## src/hdl/pswd_pkg.sv

```systemverilog
// Shared types, constants, byte-select and CRC helpers for the stored-deflate PNG writer.
package pswd_pkg;

    localparam int          QUEUE_DEPTH = 4;
    localparam int          DIM_W       = 14;
    localparam int          MAX_DIM_DEF = 16383;
    localparam logic [13:0] WIDTH_RST   = 14'd320;
    localparam logic [13:0] HEIGHT_RST  = 14'd240;

    localparam logic        ADDR_WIDTH  = 1'b0;
    localparam logic        ADDR_HEIGHT = 1'b1;

    localparam logic [31:0] CRC_POLY    = 32'hEDB88320;
    localparam logic [16:0] ADLER_MOD   = 17'd65521;
    localparam logic [63:0] PNG_SIG     = 64'h89504E470D0A1A0A;
    localparam logic [31:0] TAG_IHDR    = 32'h49484452;
    localparam logic [31:0] TAG_IDAT    = 32'h49444154;
    localparam logic [31:0] TAG_IEND    = 32'h49454E44;
    localparam logic [7:0]  ZLIB_CMF    = 8'h78;
    localparam logic [7:0]  ZLIB_FLG    = 8'h01;
    localparam logic [7:0]  IHDR_LEN    = 8'd13;
    localparam logic [7:0]  BIT_DEPTH   = 8'd8;
    localparam logic [7:0]  COLOR_RGBA  = 8'd6;

    localparam logic        FUNC_BEGIN  = 1'b0;

    typedef struct packed {
        logic       is_begin;
        logic       row_start;
        logic       last_row;
        logic       img_end;
        logic [7:0] b0;
        logic [7:0] b1;
        logic [7:0] b2;
        logic [7:0] b3;
    } t_cmd;

    // Big-endian byte select: sel 0 gives the top byte.
    function automatic logic [7:0] be_byte(logic [31:0] v, logic [1:0] sel);
        logic [7:0] r;
        case (sel)
            2'd0:    r = v[31:24];
            2'd1:    r = v[23:16];
            2'd2:    r = v[15:8];
            default: r = v[7:0];
        endcase
        return r;
    endfunction

    // One byte of reflected CRC-32.
    function automatic logic [31:0] crc_byte(logic [31:0] c, logic [7:0] b);
        logic [31:0] x;
        x = c ^ {24'b0, b};
        for (int k = 0; k < 8; k++) begin
            x = x[0] ? ((x >> 1) ^ CRC_POLY) : (x >> 1);
        end
        return x;
    endfunction

endpackage

```

## src/hdl/pswd_front.sv

```systemverilog
// Front end: accepts items, tracks row and column, queues commands for the back end.
module pswd_front
    import pswd_pkg::*;
(
    input  logic               i_clk,
    input  logic               i_rst_n,
    input  logic [DIM_W-1:0]   i_width,
    input  logic [DIM_W-1:0]   i_height,
    input  logic               i_in_valid,
    output logic               o_in_ready,
    input  logic               i_func,
    input  logic [7:0]         i_mem_byte0,
    input  logic [7:0]         i_mem_byte1,
    input  logic [7:0]         i_mem_byte2,
    input  logic [7:0]         i_mem_byte3,
    input  logic               i_q_full,
    output logic               o_push,
    output t_cmd               o_cmd
);

    logic               r_open;
    logic [DIM_W-1:0]   r_col;
    logic [DIM_W-1:0]   r_row;
    logic               n_open;
    logic [DIM_W-1:0]   n_col;
    logic [DIM_W-1:0]   n_row;
    logic               accept;
    logic               is_begin;
    logic               row_end;
    logic               last_row;
    logic [DIM_W:0]     col_inc;
    logic [DIM_W:0]     row_inc;

    assign o_in_ready = !i_q_full;
    assign accept     = i_in_valid && o_in_ready;
    assign is_begin   = (i_func == FUNC_BEGIN);
    assign col_inc    = {1'b0, r_col} + 1'b1;
    assign row_inc    = {1'b0, r_row} + 1'b1;
    assign row_end    = col_inc >= {1'b0, i_width};
    assign last_row   = row_inc >= {1'b0, i_height};

    // Drop pixels that arrive with no image open.
    assign o_push = accept && (is_begin || r_open);

    always_comb begin
        o_cmd.is_begin  = is_begin;
        o_cmd.row_start = (r_col == '0);
        o_cmd.last_row  = last_row;
        o_cmd.img_end   = row_end && last_row;
        o_cmd.b0        = i_mem_byte0;
        o_cmd.b1        = i_mem_byte1;
        o_cmd.b2        = i_mem_byte2;
        o_cmd.b3        = i_mem_byte3;
    end

    always_comb begin
        n_open = r_open;
        n_col  = r_col;
        n_row  = r_row;
        if (accept) begin
            if (is_begin) begin
                n_open = 1'b1;
                n_col  = '0;
                n_row  = '0;
            end else if (r_open) begin
                if (row_end) begin
                    n_col = '0;
                    if (last_row) begin
                        n_row  = '0;
                        n_open = 1'b0;
                    end else begin
                        n_row = row_inc[DIM_W-1:0];
                    end
                end else begin
                    n_col = col_inc[DIM_W-1:0];
                end
            end
        end
    end

    always_ff @(posedge i_clk) begin
        if (!i_rst_n) begin
            r_open <= 1'b0;
            r_col  <= '0;
            r_row  <= '0;
        end else begin
            r_open <= n_open;
            r_col  <= n_col;
            r_row  <= n_row;
        end
    end

endmodule

```

## src/hdl/pswd_fifo.sv

```systemverilog
// Short command queue between the front and back ends.
module pswd_fifo
    import pswd_pkg::*;
#(
    parameter int DEPTH = QUEUE_DEPTH
) (
    input  logic i_clk,
    input  logic i_rst_n,
    input  logic i_push,
    input  t_cmd i_cmd,
    output logic o_full,
    input  logic i_pop,
    output logic o_valid,
    output t_cmd o_cmd
);

    localparam int PW = (DEPTH > 1) ? $clog2(DEPTH) : 1;
    localparam int CW = $clog2(DEPTH + 1);

    t_cmd          r_mem [DEPTH];
    logic [PW-1:0] r_wp;
    logic [PW-1:0] r_rp;
    logic [CW-1:0] r_cnt;

    assign o_full  = (r_cnt == CW'(DEPTH));
    assign o_valid = (r_cnt != '0);
    assign o_cmd   = r_mem[r_rp];

    function automatic logic [PW-1:0] ptr_inc(logic [PW-1:0] p);
        return (p == PW'(DEPTH - 1)) ? '0 : p + 1'b1;
    endfunction

    always_ff @(posedge i_clk) begin
        if (i_push) begin
            r_mem[r_wp] <= i_cmd;
        end
    end

    always_ff @(posedge i_clk) begin
        if (!i_rst_n) begin
            r_wp  <= '0;
            r_rp  <= '0;
            r_cnt <= '0;
        end else begin
            if (i_push) begin
                r_wp <= ptr_inc(r_wp);
            end
            if (i_pop) begin
                r_rp <= ptr_inc(r_rp);
            end
            if (i_push && !i_pop) begin
                r_cnt <= r_cnt + 1'b1;
            end else if (i_pop && !i_push) begin
                r_cnt <= r_cnt - 1'b1;
            end
        end
    end

    assert property (@(posedge i_clk) disable iff (!i_rst_n) !(i_push && o_full))
        else $error("push into full queue");
    assert property (@(posedge i_clk) disable iff (!i_rst_n) i_pop |-> o_valid)
        else $error("pop from empty queue");
    assert property (@(posedge i_clk) disable iff (!i_rst_n) r_cnt <= CW'(DEPTH))
        else $error("queue count overflow");

endmodule

```

## src/hdl/pswd_back.sv

```systemverilog
// Back end: running CRC-32/Adler-32 byte sequencer; one byte per cycle if unstalled.
module pswd_back
    import pswd_pkg::*;
(
    input  logic               i_clk,
    input  logic               i_rst_n,
    input  logic [DIM_W-1:0]   i_width,
    input  logic [DIM_W-1:0]   i_height,
    input  logic               i_q_valid,
    input  t_cmd               i_cmd,
    output logic               o_pop,
    output logic               o_out_valid,
    input  logic               i_out_ready,
    output logic [7:0]         o_out_byte,
    output logic               o_run_last,
    output logic               o_file_end
);

    typedef enum logic [2:0] {ST_NEW, ST_BEGIN, ST_HDR, ST_PIX, ST_TRL} t_state;

    t_state       r_state;
    logic [5:0]   r_idx;
    logic [31:0]  r_crc;
    logic [15:0]  r_alo;
    logic [15:0]  r_ahi;
    logic [31:0]  r_idat_len;
    logic         r_out_valid;
    logic [7:0]   r_out_byte;
    logic         r_run_last;
    logic         r_file_end;

    t_state       cur;
    t_state       n_state;
    logic [5:0]   n_idx;
    logic         step;
    logic         done;
    logic         fend;
    logic [7:0]   byte_v;
    logic         crc_en;
    logic         crc_restart;
    logic         adl_en;
    logic [31:0]  crc_inv;
    logic [31:0]  crc_in;
    logic [15:0]  blk_len;
    logic [31:0]  w32;
    logic [31:0]  h32;
    logic [16:0]  row_bytes;
    logic [30:0]  prod;
    logic [1:0]   sel29;
    logic [16:0]  lo_sum;
    logic [15:0]  lo_new;
    logic [16:0]  hi_sum;
    logic [15:0]  hi_new;

    assign crc_inv   = ~r_crc;
    assign blk_len   = {i_width, 2'b00} + 16'd1;
    assign w32       = {18'b0, i_width};
    assign h32       = {18'b0, i_height};
    assign row_bytes = {1'b0, i_width, 2'b00} + 17'd6;
    assign prod      = 31'(i_height) * 31'(row_bytes);
    assign sel29     = 2'(r_idx - 6'd29);

    assign cur = (r_state == ST_NEW)
               ? (i_cmd.is_begin ? ST_BEGIN : (i_cmd.row_start ? ST_HDR : ST_PIX))
               : r_state;
    assign step  = i_q_valid && (!r_out_valid || i_out_ready);
    assign o_pop = step && done;

    always_comb begin
        byte_v      = '0;
        crc_en      = 1'b0;
        crc_restart = 1'b0;
        adl_en      = 1'b0;
        done        = 1'b0;
        fend        = 1'b0;
        unique case (cur)
            ST_BEGIN: begin
                done = (r_idx == 6'd42);
                if (r_idx < 6'd8) begin
                    byte_v = be_byte(r_idx[2] ? PNG_SIG[31:0] : PNG_SIG[63:32], r_idx[1:0]);
                end else if (r_idx < 6'd11) begin
                    byte_v = '0;
                end else if (r_idx == 6'd11) begin
                    byte_v = IHDR_LEN;
                end else if (r_idx < 6'd16) begin
                    byte_v = be_byte(TAG_IHDR, r_idx[1:0]);
                end else if (r_idx < 6'd20) begin
                    byte_v = be_byte(w32, r_idx[1:0]);
                end else if (r_idx < 6'd24) begin
                    byte_v = be_byte(h32, r_idx[1:0]);
                end else if (r_idx == 6'd24) begin
                    byte_v = BIT_DEPTH;
                end else if (r_idx == 6'd25) begin
                    byte_v = COLOR_RGBA;
                end else if (r_idx < 6'd29) begin
                    byte_v = '0;
                end else if (r_idx < 6'd33) begin
                    byte_v = be_byte(crc_inv, sel29);
                end else if (r_idx < 6'd37) begin
                    byte_v = be_byte(r_idat_len, sel29);
                end else if (r_idx < 6'd41) begin
                    byte_v = be_byte(TAG_IDAT, sel29);
                end else if (r_idx == 6'd41) begin
                    byte_v = ZLIB_CMF;
                end else begin
                    byte_v = ZLIB_FLG;
                end
                crc_restart = (r_idx == 6'd12) || (r_idx == 6'd37);
                crc_en      = ((r_idx >= 6'd12) && (r_idx <= 6'd28)) || (r_idx >= 6'd37);
            end
            ST_HDR: begin
                crc_en = 1'b1;
                case (r_idx)
                    6'd0:    byte_v = {7'b0, i_cmd.last_row};
                    6'd1:    byte_v = blk_len[7:0];
                    6'd2:    byte_v = blk_len[15:8];
                    6'd3:    byte_v = ~blk_len[7:0];
                    6'd4:    byte_v = ~blk_len[15:8];
                    default: begin
                        byte_v = '0;
                        adl_en = 1'b1;
                    end
                endcase
            end
            ST_PIX: begin
                crc_en = 1'b1;
                adl_en = 1'b1;
                done   = (r_idx == 6'd3) && !i_cmd.img_end;
                case (r_idx[1:0])
                    2'd0:    byte_v = i_cmd.b2;
                    2'd1:    byte_v = i_cmd.b1;
                    2'd2:    byte_v = i_cmd.b0;
                    default: byte_v = i_cmd.b3;
                endcase
            end
            ST_TRL: begin
                done = (r_idx == 6'd19);
                fend = done;
                if (r_idx < 6'd4) begin
                    byte_v = be_byte({r_ahi, r_alo}, r_idx[1:0]);
                    crc_en = 1'b1;
                end else if (r_idx < 6'd8) begin
                    byte_v = be_byte(crc_inv, r_idx[1:0]);
                end else if (r_idx < 6'd12) begin
                    byte_v = '0;
                end else if (r_idx < 6'd16) begin
                    byte_v      = be_byte(TAG_IEND, r_idx[1:0]);
                    crc_en      = 1'b1;
                    crc_restart = (r_idx == 6'd12);
                end else begin
                    byte_v = be_byte(crc_inv, r_idx[1:0]);
                end
            end
            default: begin
                byte_v = '0;
            end
        endcase
    end

    always_comb begin
        n_state = cur;
        n_idx   = r_idx + 1'b1;
        if (done) begin
            n_state = ST_NEW;
            n_idx   = '0;
        end else if ((cur == ST_HDR) && (r_idx == 6'd5)) begin
            n_state = ST_PIX;
            n_idx   = '0;
        end else if ((cur == ST_PIX) && (r_idx == 6'd3)) begin
            n_state = ST_TRL;
            n_idx   = '0;
        end
    end

    assign crc_in = crc_restart ? 32'hFFFFFFFF : r_crc;

    // Adler-32 with both halves reduced by one compare and subtract.
    assign lo_sum = {1'b0, r_alo} + {9'b0, byte_v};
    assign lo_new = (lo_sum >= ADLER_MOD) ? 16'(lo_sum - ADLER_MOD) : lo_sum[15:0];
    assign hi_sum = {1'b0, r_ahi} + {1'b0, lo_new};
    assign hi_new = (hi_sum >= ADLER_MOD) ? 16'(hi_sum - ADLER_MOD) : hi_sum[15:0];

    always_ff @(posedge i_clk) begin
        r_idat_len <= {1'b0, prod} + 32'd6;
        if (step) begin
            r_out_byte <= byte_v;
            r_run_last <= done;
            r_file_end <= fend;
        end
    end

    always_ff @(posedge i_clk) begin
        if (!i_rst_n) begin
            r_state     <= ST_NEW;
            r_idx       <= '0;
            r_crc       <= '1;
            r_alo       <= 16'd1;
            r_ahi       <= '0;
            r_out_valid <= 1'b0;
        end else begin
            if (step) begin
                r_state     <= n_state;
                r_idx       <= n_idx;
                r_out_valid <= 1'b1;
                if (crc_en) begin
                    r_crc <= crc_byte(crc_in, byte_v);
                end
                if (cur == ST_BEGIN) begin
                    r_alo <= 16'd1;
                    r_ahi <= '0;
                end else if (adl_en) begin
                    r_alo <= lo_new;
                    r_ahi <= hi_new;
                end
            end else if (i_out_ready) begin
                r_out_valid <= 1'b0;
            end
        end
    end

    assign o_out_valid = r_out_valid;
    assign o_out_byte  = r_out_byte;
    assign o_run_last  = r_run_last;
    assign o_file_end  = r_file_end;

    assert property (@(posedge i_clk) disable iff (!i_rst_n)
        (r_out_valid && r_file_end) |-> r_run_last)
        else $error("file end without run end");
    assert property (@(posedge i_clk) disable iff (!i_rst_n)
        (r_state == ST_TRL) |-> (i_q_valid && i_cmd.img_end))
        else $error("trailer without image end");
    assert property (@(posedge i_clk) disable iff (!i_rst_n)
        (r_state != ST_NEW) |-> i_q_valid)
        else $error("sequencer busy with empty queue");
    assert property (@(posedge i_clk) disable iff (!i_rst_n)
        (r_state == ST_BEGIN) |-> (r_idx <= 6'd42))
        else $error("header index out of range");

endmodule

```

## src/hdl/png_stored_deflate_writer.sv

```systemverilog
// Top level of the stored-deflate PNG stream writer.
// Usage:
// - Input channel (i_in_valid/o_in_ready): i_func=0 begins an image, i_func=1
//   carries one pixel as B,G,R,A bytes in memory order.
// - Output channel (o_out_valid/i_out_ready): one PNG file byte per item,
//   o_run_last on the last byte caused by an input item, o_file_end on the last
//   byte of IEND.
// - APB port: register 0 image width, register 1 image height (14 bits each,
//   0 is taken as 1). Write only while the block is idle.
// Throughput is set by the back-end byte sequencer at one byte per cycle while
// the receiver takes bytes: a pixel gives 4 bytes, 10 at a row start, 20 more
// after the last pixel; a begin item gives 43. An item's first byte is loaded
// into the output register from the head of the 4-deep command queue.
// Pixels with no open image are accepted and dropped.
// Reset closes any image, empties the queue and restores 320 x 240.
// When the receiver stalls, the output register holds; the queue keeps
// accepting items until it is full.
module png_stored_deflate_writer
    import pswd_pkg::*;
#(
    parameter int MAX_DIM = MAX_DIM_DEF
) (
    input  logic        i_clk,
    input  logic        i_rst_n,
    input  logic        psel,
    input  logic        penable,
    input  logic        pwrite,
    input  logic [2:0]  paddr,
    input  logic [31:0] pwdata,
    output logic [31:0] prdata,
    output logic        pready,
    input  logic        i_in_valid,
    output logic        o_in_ready,
    input  logic        i_func,
    input  logic [7:0]  i_mem_byte0,
    input  logic [7:0]  i_mem_byte1,
    input  logic [7:0]  i_mem_byte2,
    input  logic [7:0]  i_mem_byte3,
    output logic        o_out_valid,
    input  logic        i_out_ready,
    output logic [7:0]  o_out_byte,
    output logic        o_run_last,
    output logic        o_file_end
);

    logic [DIM_W-1:0] r_width;
    logic [DIM_W-1:0] r_height;
    logic [DIM_W-1:0] w_eff;
    logic [DIM_W-1:0] h_eff;
    logic             push;
    logic             pop;
    logic             q_full;
    logic             q_valid;
    t_cmd             push_cmd;
    t_cmd             head_cmd;

    function automatic logic [DIM_W-1:0] eff_dim(logic [DIM_W-1:0] v);
        logic [DIM_W-1:0] r;
        if (v == '0) begin
            r = DIM_W'(1);
        end else if (v > DIM_W'(MAX_DIM)) begin
            r = DIM_W'(MAX_DIM);
        end else begin
            r = v;
        end
        return r;
    endfunction

    assign w_eff  = eff_dim(r_width);
    assign h_eff  = eff_dim(r_height);
    assign pready = 1'b1;
    assign prdata = {18'b0, (paddr[2] == ADDR_HEIGHT) ? r_height : r_width};

    always_ff @(posedge i_clk) begin
        if (!i_rst_n) begin
            r_width  <= WIDTH_RST;
            r_height <= HEIGHT_RST;
        end else if (psel && penable && pwrite && pready) begin
            unique case (paddr[2])
                ADDR_WIDTH:  r_width  <= pwdata[DIM_W-1:0];
                ADDR_HEIGHT: r_height <= pwdata[DIM_W-1:0];
                default:     r_width  <= r_width;
            endcase
        end
    end

    pswd_front u_front (
        .i_clk       (i_clk),
        .i_rst_n     (i_rst_n),
        .i_width     (w_eff),
        .i_height    (h_eff),
        .i_in_valid  (i_in_valid),
        .o_in_ready  (o_in_ready),
        .i_func      (i_func),
        .i_mem_byte0 (i_mem_byte0),
        .i_mem_byte1 (i_mem_byte1),
        .i_mem_byte2 (i_mem_byte2),
        .i_mem_byte3 (i_mem_byte3),
        .i_q_full    (q_full),
        .o_push      (push),
        .o_cmd       (push_cmd)
    );

    pswd_fifo #(
        .DEPTH (QUEUE_DEPTH)
    ) u_fifo (
        .i_clk   (i_clk),
        .i_rst_n (i_rst_n),
        .i_push  (push),
        .i_cmd   (push_cmd),
        .o_full  (q_full),
        .i_pop   (pop),
        .o_valid (q_valid),
        .o_cmd   (head_cmd)
    );

    pswd_back u_back (
        .i_clk       (i_clk),
        .i_rst_n     (i_rst_n),
        .i_width     (w_eff),
        .i_height    (h_eff),
        .i_q_valid   (q_valid),
        .i_cmd       (head_cmd),
        .o_pop       (pop),
        .o_out_valid (o_out_valid),
        .i_out_ready (i_out_ready),
        .o_out_byte  (o_out_byte),
        .o_run_last  (o_run_last),
        .o_file_end  (o_file_end)
    );

endmodule
```

## config.mk

```make
export PLATFORM = sky130hd
export DESIGN_NAME = png_stored_deflate_writer
export DESIGN_NICKNAME = d
export VERILOG_FILES = /design/src/hdl/pswd_pkg.sv /design/src/hdl/pswd_front.sv /design/src/hdl/pswd_fifo.sv /design/src/hdl/pswd_back.sv /design/src/hdl/png_stored_deflate_writer.sv
export SDC_FILE = /design/constraint.sdc
export NUM_CORES = 1
export LEC_CHECK = 0
export BUFFER_PORTS_ARGS = -buffer_cell sky130_fd_sc_hd__buf_2
export CAP_MARGIN = 20
export CORE_ASPECT_RATIO = 0.75
export CORE_UTILIZATION = 53
export CTS_BUF_LIST = sky130_fd_sc_hd__clkbuf_4 sky130_fd_sc_hd__clkbuf_8 sky130_fd_sc_hd__clkbuf_16
export DETAILED_ROUTE_END_ITERATION = 12
export PLACE_DENSITY = 0.71
export RECOVER_POWER = 100
export SLEW_MARGIN = 10
export SYNTH_ARGS = -nofsm -noshare
export SYNTH_HDL_FRONTEND = slang
export SYNTH_HIERARCHICAL = 1
export SYNTH_SLANG_ARGS = --single-unit
export TNS_END_PERCENT = 1
```

## constraint.sdc

```tcl
create_clock -name i_clk -period 8.02 [get_ports i_clk]
set_clock_uncertainty 0.2 [all_clocks]
set_input_delay 1.203 -clock i_clk [delete_from_list [all_inputs] [get_ports i_clk]]
set_output_delay 1.203 -clock i_clk [all_outputs]
set_load 0.1 [all_outputs]
```

Word level (Yosys, flattened, before mapping) --
Memories as Yosys holds them, arrays and structs flattened. A register that Yosys moved wholly into a read port is not among the register bits. Cells that the tools add are included.
Storage, ports and cells: register bits 180, latch bits 0, memory bits (writable) 144, bits in read-only memories 0, logic and storage cells 231, memories 1
Memories:
- u_fifo.r_mem | depth 4, width 36, rd ports 1, clocked after memory_dff 1, wr ports 1, RTL line pswd_fifo.sv:20 | t_cmd r_mem [DEPTH];
Cells by class: add/subtract/negate cells 15, $mul 1, div/mod/pow operators 0, magnitude comparators 20, equality and inequality tests 26, shift operators 0, mux-type cells 94, bitwise operators 14, reduce and logical (&&, ||, !) cells 42
Operator list (count):
- $mux W32 | 10
- $mux W14 | 12
- $pmux W8 S3 | 6
- $mux W8 | 16
- $not A13 Y14 | 8
- $mux W16 | 6
- $logic_not A14 Y1 | 3
- $pmux W8 S5 | 1
- $ge A17 B16 Y1 const B | 2
- $add A31 B3 Y32 const B | 1
- $not A32 Y32 | 1
- $pmux W8 S2 | 2
- $pmux W8 S4 | 1
- $sub A16 B16 Y16 const B | 2
- $xor A32 B8 Y32 | 1
- $mul A14 B17 Y31 | 1
- $add A14 B1 Y15 const B | 2
- $ge A15 B14 Y1 | 2
- $pmux W5 S3 | 2
- $gt A14 B14 Y1 const B | 2
- $lt A6 B5 Y1 const B | 4
- $mux W3 | 7
- $eq A6 B5 Y1 const B | 3
- $eq A6 B6 Y1 const B | 3
- 46 further kinds | 114

Longest topological paths before layout --
Gate-level depths: netlist of the first run.
depth after elaboration 33, gate-level depth with buffers 36

Modules after synthesis --
The synthesis of the first run kept the hierarchy.
Modules (own cells, without submodules):
- pswd_back | instances 1, cells an instance 2076, area each 17115.2 µm²
- pswd_fifo | instances 1, cells an instance 232, area each 5708.0 µm²
- pswd_front | instances 1, cells an instance 350, area each 2677.6 µm²
- png_stored_deflate_writer | instances 1, cells an instance 186, area each 1612.8 µm²

Worst setup path before layout of the first run --
Ideal clock, no wire load.
path type register to register, start point register u_back.r_idx[0], end point register u_back.r_ahi[5], library setup time 0.120 ns, data arrival time 8.145 ns, path slack -0.444 ns, stages on the path, launching flop included 34, path buffers 5, cells stage by stage dfxtp_1 inv_1 ha_1 buf_2 buf_2 buf_4 buf_6 a221oi_1 o22ai_1 a221oi_1 o211ai_2 ha_1 fa_1 a21oi_1 o21bai_1 a211oi_1 o31ai_2 a31o_2 a2111oi_0 a31oi_2 nor4_1 xor2_1 ha_1 a21oi_1 o21ai_0 a2111oi_0 nor2_1 xor2_1 nor4b_1 nand4b_1 o31ai_1 buf_2 a21oi_1 a211o_1
On the way: cells in the longest elaborated chain, start to end 24, elaborated cells between the ends (all ways) 73, those cells by class 5 x add/sub; 13 x order compare; 12 x eq/ne; 36 x mux; 7 x reduce/logical
RTL lines:
- from (decl) | RTL line pswd_back.sv:22 | logic [5:0] r_idx;
- from (signal assigned) | RTL line pswd_back.sv:203 | r_idx <= n_idx;
- $sub A2 B1 Y2 | RTL line pswd_back.sv:61 | assign sel29 = 2'(r_idx - 6'd29);
- $eq A2 B2 Y1, or another cell as far along | RTL line pswd_pkg.sv:41 | case (sel)
- $pmux W5 S3 | RTL line pswd_pkg.sv:41
- $mux W8 | RTL line pswd_back.sv:101 | end else if (r_idx < 6'd41) begin
- $mux W8 | RTL line pswd_back.sv:99 | end else if (r_idx < 6'd37) begin
- $mux W8 | RTL line pswd_back.sv:97 | end else if (r_idx < 6'd33) begin
- $mux W8 | RTL line pswd_back.sv:95 | end else if (r_idx < 6'd29) begin
- $mux W8 | RTL line pswd_back.sv:93 | end else if (r_idx == 6'd25) begin
- [8 not listed]
- named net u_back.byte_v[0] | RTL line pswd_back.sv:38 | logic [7:0] byte_v;
- $add A16 B8 Y17 * | RTL line pswd_back.sv:178 | assign lo_sum = {1'b0, r_alo} + {9'b0, byte_v};
- $sub A16 B16 Y16 or $ge A17 B16 Y1 (tied branches) | RTL line pswd_back.sv:179 | assign lo_new = (lo_sum >= ADLER_MOD) ? 16'(lo_sum - ADLER_MOD) : lo_sum[15:0];
- $mux W16 * | RTL line pswd_back.sv:179
- $add A16 B16 Y17 * | RTL line pswd_back.sv:180 | assign hi_sum = {1'b0, r_ahi} + {1'b0, lo_new};
- $sub A16 B16 Y16 or $ge A17 B16 Y1 (tied branches) | RTL line pswd_back.sv:181 | assign hi_new = (hi_sum >= ADLER_MOD) ? 16'(hi_sum - ADLER_MOD) : hi_sum[15:0];
- $mux W16 * | RTL line pswd_back.sv:181
- $mux W16 * | RTL line pswd_back.sv:211 | end else if (adl_en) begin
- $mux W16 * | RTL line pswd_back.sv:208 | if (cur == ST_BEGIN) begin
- to (signal assigned) | RTL line pswd_back.sv:213 | r_ahi <= hi_new;
- to (decl) | RTL line pswd_back.sv:25 | logic [15:0] r_ahi;
Mark *: on every way through the listed nets, which the timed path passes. The rest lies on a longest branch. The select of a mux whose other input is x is not followed. A chain may end at the register's enable or synchronous reset.

Worst setup path in the final report of the first run --
start point register u_back.r_idx[0], end point register u_back.r_ahi[4]
The elaborated chain is that of the path after synthesis.

==> results.json, run 1 <==
{
  "status": "finished with violations",
  "violations": "max-capacitance violations, max-slew violations, negative setup slack",
  "startpoint_type": "register",
  "gp_congestion": 0.968,
  "core-area_mm2": 0.0503,
  "drcViolationCount": 0,
  "io_buffer_count": 80,
  "cap_violations": 1,
  "yosys_warnings": 6,
  "top_layer": "met4",
  "leakagePower_nw": 13.8,
  "hold_path_depth": 2,
  "cts_tree": "done",
  "syn2layout_area_growth_pct": 18.0,
  "numCtsBuffers": 34,
  "dp.cells": 3719,
  "max-slew-margin-rel_pct": -95.4,
  "holdCritPathClass": "register to register",
  "ys_ff_latch": 325,
  "cts_buffer_depth": 3,
  "end_kind": "register",
  "hold_buffers": 0,
  "pwr-share-comb_pct": 46.2,
  "power.total_mw": 6.99,
  "p_seq_share_pct": 29.0,
  "clk_pin_slew_ps": 60,
  "first_iter_violations": 2261,
  "synth_cell_types": 108,
  "synthFlopType": "dfxtp_1",
  "die-area_mm2": 0.0521,
  "ios": 120,
  "wl_met1_um": 35400,
  "grt_pass1_wl_um": 122000,
  "fmax_ghz": 0.123,
  "power.density_mw_per_mm2": 218,
  "slowest_stage": "or4_4",
  "hold_viol": 0,
  "avgViaCountPerCell": 5.96,
  "wl_met2_um": 34200,
  "grt_start_max_net_pins": 78,
  "fin_cells": 3813,
  "ir_drop_uv": 199,
  "crit_arrival_ps": 8400,
  "async_flop_share_pct": 0,
  "reg2reg_depth": 33,
  "internal_power_mw": 4.35,
  "finalWorstPathRequiredPeriod_ps": 8110,
  "drive_above_1_share_pct": 20.6,
  "antenna_found_initial": 0,
  "switching_power_mw": 2.64,
  "antenna_left": 0,
  "grt_pass1_vias": 22400,
  "grt_usage_pct": 29.6,
  "syn-mean-instance-area_um2": 9.53,
  "final_core_util_pct": 63.7,
  "cts_sinks": 325,
  "criticalPathCategory": "register to register",
  "wl_per_cell_um": 20.5,
  "rsz0062_at_grt": "yes",
  "die_width_um": 263,
  "start_util_pct": 53.9,
  "wirelength_um": 78100,
  "diodes": 0,
  "tns_ps": -703,
  "layout_worst_path_cycle_share_pct": 101,
  "vias": 22700,
  "worst_skew_pair.late_latency_ps": 550,
  "r2r_slack_ps": -90,
  "yosysSeqAreaShare_pct": 29.7,
  "slowest_delay_ps": 550,
  "swShare_pct": 37.8,
  "critPathMostFrequentCell": "a2111oi_4",
  "htree_num_levels": 2,
  "worst_pin_slew_ps": 2930,
  "fin_ws_ps": -89.9,
  "synth.cell_area_mm2": 0.0271,
  "hpwl_um": 57600,
  "rows": 71,
  "p_clk_share_pct": 24.7,
  "maxSlewViolCount": 78,
  "cp.required_ps": 8310,
  "path_max_fanout": 10,
  "fillers": 4025,
  "final_nets": 3552,
  "cts_root_buf": "clkbuf_16",
  "setup_viol": 13,
  "die_height_um": 198,
  "syn_inst": 2844,
  "synth_edf_count": 154,
  "gr-total-overflow": 0,
  "dr.pass1.iters": 6,
  "wl_met3_um": 7150
}
## worst paths after layout
check / startpoint / endpoint
min reg2reg: u_front/r_row[5] / u_front/r_row[5]
max: u_back/r_idx[0] / u_back/r_ahi[4]
min: u_front/r_row[5] / u_front/r_row[5]
max reg2reg: u_back/r_idx[0] / u_back/r_ahi[4]
## per-layer routing
| layer | up-vias | GRT usage [%] |
|---|---|---|
| li1 | 10400 | - |
| met1 | 11200 | 44.2 |
| met2 | 1030 | 44.5 |
| met3 | 109 | 5.06 |
| met4 | 0 | 7.04 |
| met5 | - | 0 |
## critical path: cells and delay by family (launching register included)
family / cells / cell delay, ps
AO/OA/AOI/OAI: 14 / 3560
AND/OR/NAND/NOR: 5 / 1590
buffers and inverters: 8 / 990
adder cells (fa/ha/maj): 3 / 910
flip-flops: 1 / 340
XOR/XNOR: 2 / 230
multiplexers: 1 / 230
## layout by cell type (no fill, tap or decap), drive strengths merged, types with 38 or more instances in the layout
cell and count:
mux2i 39, edfxtp 154, o21ai 97, ha 176
o211ai 44, inv 255, nand3 65, nor2b 46
xor2 51, xnor2 108, a21oi 98, and2 105
dfxtp 171, clkbuf 92, nand2 350, nor2 139
fa 170, nand4 38, buf 410
## through the flow
step | cell area [um^2] | hold WS, ps | worst slack (ps)
6_report | 32000 | 306 | -89.9
5_1_grt | 32000 | 337 | -346
4_1_cts | 31500 | 306 | -7.27
3_5_place_dp | 30000 | 299 | -613
3_3_place_gp | 30000 | 282 | -434
2_1_floorplan | 27200 | 245 | -17.2
## cell type report
type | instances | area (um^2) | share of cell area [%]
multi-input cells | 2058 | 17600 | 55.0
flip-flops and latches | 325 | 8050 | 25.2
repair buffers | 458 | 3370 | 10.5
clock buffers | 44 | 957 | 2.99
inverters | 254 | 953 | 2.98
well taps | 657 | 822 | 2.57
clock inverters | 17 | 265 | 0.829
## logic make-up (layout without fill, tap and decap cells)
group	after synthesis	in the layout	synth area share, %
AOI/OAI and AO/OA	526	526	13.7
xor gates and xnor gates	164	164	6.09
adders and majority gates	346	346	20.7
buffers and inverters	478	773	7.96
DFF	325	325	29.7
muxes	90	90	5.18
other	2	19	0.0277
and+or+nand+nor	913	913	16.7
## power by group through the flow
stage                     Sequential, mW  Clock (mW)  Combinational [mW]
final                               2.03        1.73                3.23
after global routing                2.04        1.82                3.48
after CTS                           2.02        1.75                3.10
after detailed placement            2.05           0                3.02
after global placement              2.05           0                2.96
after floorplan                     2.11           0                2.03
## sequential cells by signal (all words and copies together), names as in the netlist, named ones only
register and flops:
r_height 14, r_width 14, u_back/o_file_end 1, u_back/o_out_byte 8, u_back/o_out_valid 1, u_back/o_run_last 1, u_back/r_ahi 16, u_back/r_alo 16
u_back/r_crc 32, u_back/r_idat_len 31, u_back/r_idx 6, u_back/r_state 3, u_fifo/r_cnt 3, u_fifo/r_mem 144, u_fifo/r_rp 2, u_fifo/r_wp 2
u_front/r_col 14, u_front/r_open 1, u_front/r_row 14
## synthesized netlist by cell type, types with 15 or more instances
library cell / n / share of area [%]
nor3_1: 28 / 0.52
a211oi_1: 18 / 0.50
inv_1: 252 / 3.5
nor2_1: 139 / 1.9
o211ai_1: 42 / 1.2
mux4_2: 30 / 2.5
edfxtp_1: 154 / 17
xnor2_1: 102 / 3.3
dfxtp_1: 171 / 13
mux2i_1: 38 / 1.4
o22ai_1: 27 / 0.62
nand2_1: 350 / 4.8
xor2_1: 47 / 1.5
o21ai_0: 94 / 1.7
buf_2: 42 / 0.78
o21a_1: 15 / 0.42
nand2b_1: 31 / 0.72
and3_1: 23 / 0.53
a21boi_0: 20 / 0.55
a21oi_1: 95 / 1.8
a222oi_1: 23 / 0.85
or3_1: 15 / 0.35
buf_4: 55 / 1.5
clkbuf_1: 111 / 1.5
mux2_2: 15 / 0.62
ha_1: 176 / 8.1
a21o_1: 31 / 0.86
nand4_1: 35 / 0.81
and2_1: 104 / 2.4
fa_1: 170 / 13
a211o_1: 16 / 0.52
nor3b_1: 18 / 0.50
nor2b_1: 46 / 1.1
nand3_1: 65 / 1.2
## what timing repair did
item	in CTS	in global routing
gates resized for setup	50	84
setup buffers	9	25
pin swaps	24	65
endpoints found under the setup margin	19	24
gates cloned	0	0
Power figures use the tool's default switching activity.
==> run 2, diff against run 1 <==
Settings changed: PLACE_DENSITY 0.71 to 0.68.
Clock period 8.02 ns to 8.5 ns, I/O delays scaled along.
==> run 2 against run 1 <==
- largest cell class unchanged
- critical endpoint unchanged
- final area is 4.2% lower
- clock power fell by 6%
- worst setup slack gained 350 ps
- core utilization down 2.7 points
- the run ends with max-capacitance violations, max-slew violations left
- global-route usage shrank 0.58 points
==> results.json, run 2 (same netlist as run 1, synthesis figures left out) <==
{
  "status": "finished with violations",
  "violations": "max-capacitance violations, max-slew violations",
  "grt_usage_pct": 29.0,
  "cts_sinks": 325,
  "cts_buffer_depth": 3,
  "antenna_found_initial": 0,
  "antenna_left": 0,
  "htree_num_levels": 2,
  "hold_viol": 0,
  "gp_congestion": 0.968,
  "finalWorstPathRequiredPeriod_ps": 8240,
  "setup_viol": 0,
  "criticalPathCategory": "register to register",
  "grt_pass1_vias": 21500,
  "cts_tree": "done",
  "slowest_stage": "mux4_2",
  "hold_buffers": 0,
  "fillers": 4232,
  "io_buffer_count": 80,
  "ir_drop_uv": 239,
  "maxSlewViolCount": 113,
  "critPathMostFrequentCell": "buf_4",
  "numCtsBuffers": 34,
  "wirelength_um": 76100,
  "die-area_mm2": 0.0521,
  "wl_met2_um": 31600,
  "final_core_util_pct": 61.0,
  "dr.pass1.iters": 8,
  "hpwl_um": 56400,
  "leakagePower_nw": 13.1,
  "drive_above_1_share_pct": 15.7,
  "grt_pass1_wl_um": 119000,
  "crit_arrival_ps": 8530,
  "layout_commonest_cell": "nand2_1",
  "holdCritPathClass": "register to register",
  "drcViolationCount": 0,
  "dp.cells": 3611,
  "grt_start_max_net_pins": 77,
  "wl_met3_um": 7290,
  "fin_cells": 3686,
  "fmax_ghz": 0.121,
  "tns_ps": 0,
  "layout_common_cells": "nand2_1, inv_1, buf_4",
  "start_util_pct": 53.9,
  "regMostFlops": "u_fifo/r_mem",
  "rows": 71,
  "worst_pin_slew_ps": 3000,
  "startpoint_type": "register",
  "power.density_mw_per_mm2": 209,
  "path_max_fanout": 9,
  "cap_violations": 2,
  "core-area_mm2": 0.0503,
  "max-slew-margin-rel_pct": -99.8,
  "clk_pin_slew_ps": 70,
  "slowest_delay_ps": 520,
  "cts_root_buf": "clkbuf_16",
  "reg.largest.list": "u_fifo/r_mem x144, u_back/r_crc x32, u_back/r_idat_len x31",
  "gr-total-overflow": 0,
  "rsz0062_at_grt": "yes",
  "syn2layout_area_growth_pct": 13.1,
  "vias": 22100,
  "first_iter_violations": 2471,
  "avgViaCountPerCell": 5.99,
  "end_kind": "register",
  "worst_skew_pair.late_latency_ps": 560,
  "final_nets": 3423,
  "cp.required_ps": 8790,
  "layout_worst_path_cycle_share_pct": 97.0,
  "wl_met1_um": 35800,
  "wl_per_cell_um": 20.7,
  "die_width_um": 263,
  "power.total_mw": 6.40,
  "top_layer": "met4",
  "die_height_um": 198,
  "ios": 120,
  "largest_reg_flops": 144
}
run 2: cell types whose count changed in the layout (fill, tap and decap cells not counted), moves of 4 or more:
cell,previous run,this run
a21oi_2,12,6
buf_4,355,231
buf_6,8,3
clkinv_1,2,9
o21ai_0,80,86
ha_4,7,3
a21oi_1,84,88
run 2: cell type report:
type	count	area, um^2	share of cell area (%)
Antenna cell	1	2.50	0.00816
Tap cell	657	822	2.68
Timing Repair Buffer	329	2380	7.75
Inverter	254	953	3.11
Multi-Input combinational cell	2058	17300	56.3
Clock buffer	43	937	3.06
Clock inverter	19	262	0.853
Sequential cell	325	8050	26.2
run 2: path summary, 6_finish.rpt:
check | from | to | slack (ps) | depth (start not counted)
max | register | u_back/r_ahi[4] | 260 | 33
min | u_back/r_ahi[0] | u_back/r_ahi[0] | 300 | 2
max reg2reg | register | u_back/r_ahi[4] | 260 | 33
min reg2reg | u_back/r_ahi[0] | u_back/r_ahi[0] | 300 | 2
run 2: per-stage QoR:
step	setup WS (ps)	cell area [um^2]	hold WS [ps]
after floorplan	35.8	27200	245
final	256	30700	298
after global placement	-199	29200	277
after CTS	16.8	30400	299
after global routing	-128	30700	318
after detailed placement	-287	29200	291
run 2: critical path: cells and delay by family, from the launching register on:
kind / cells / cell delay, ps
AOI/OAI and AO/OA: 16 / 3740
xor gates and xnor gates: 1 / 160
adders and majority gates: 2 / 610
buffers and inverters: 8 / 1290
DFF: 1 / 360
muxes: 1 / 520
and+or+nand+nor: 5 / 1300
run 2: per-layer routing:
layer  GRT usage [%]  up-vias
met4            7.17        0
met3            5.53      113
met1            44.3    10800
met2            41.9     1020
met5               0        -
li1                -    10200
run 2: where the power goes:
part | total (mW) | internal, mW | leakage (nW) | switching (mW)
logic | 2.86 | 1.22 | 9.67 | 1.64
clock network | 1.62 | 0.947 | 0.588 | 0.673
registers | 1.92 | 1.79 | 2.79 | 0.129
total | 6.40 | 3.96 | 13.1 | 2.44
run 2: timing repair:
action                                  in CTS  in global routing
endpoints found under the setup margin      16                 22
setup buffers                                0                 11
pin swaps                                    2                 26
hold endpoints to repair                     0                  0
cloned                                       0                  1
gates resized for setup                     11                 55
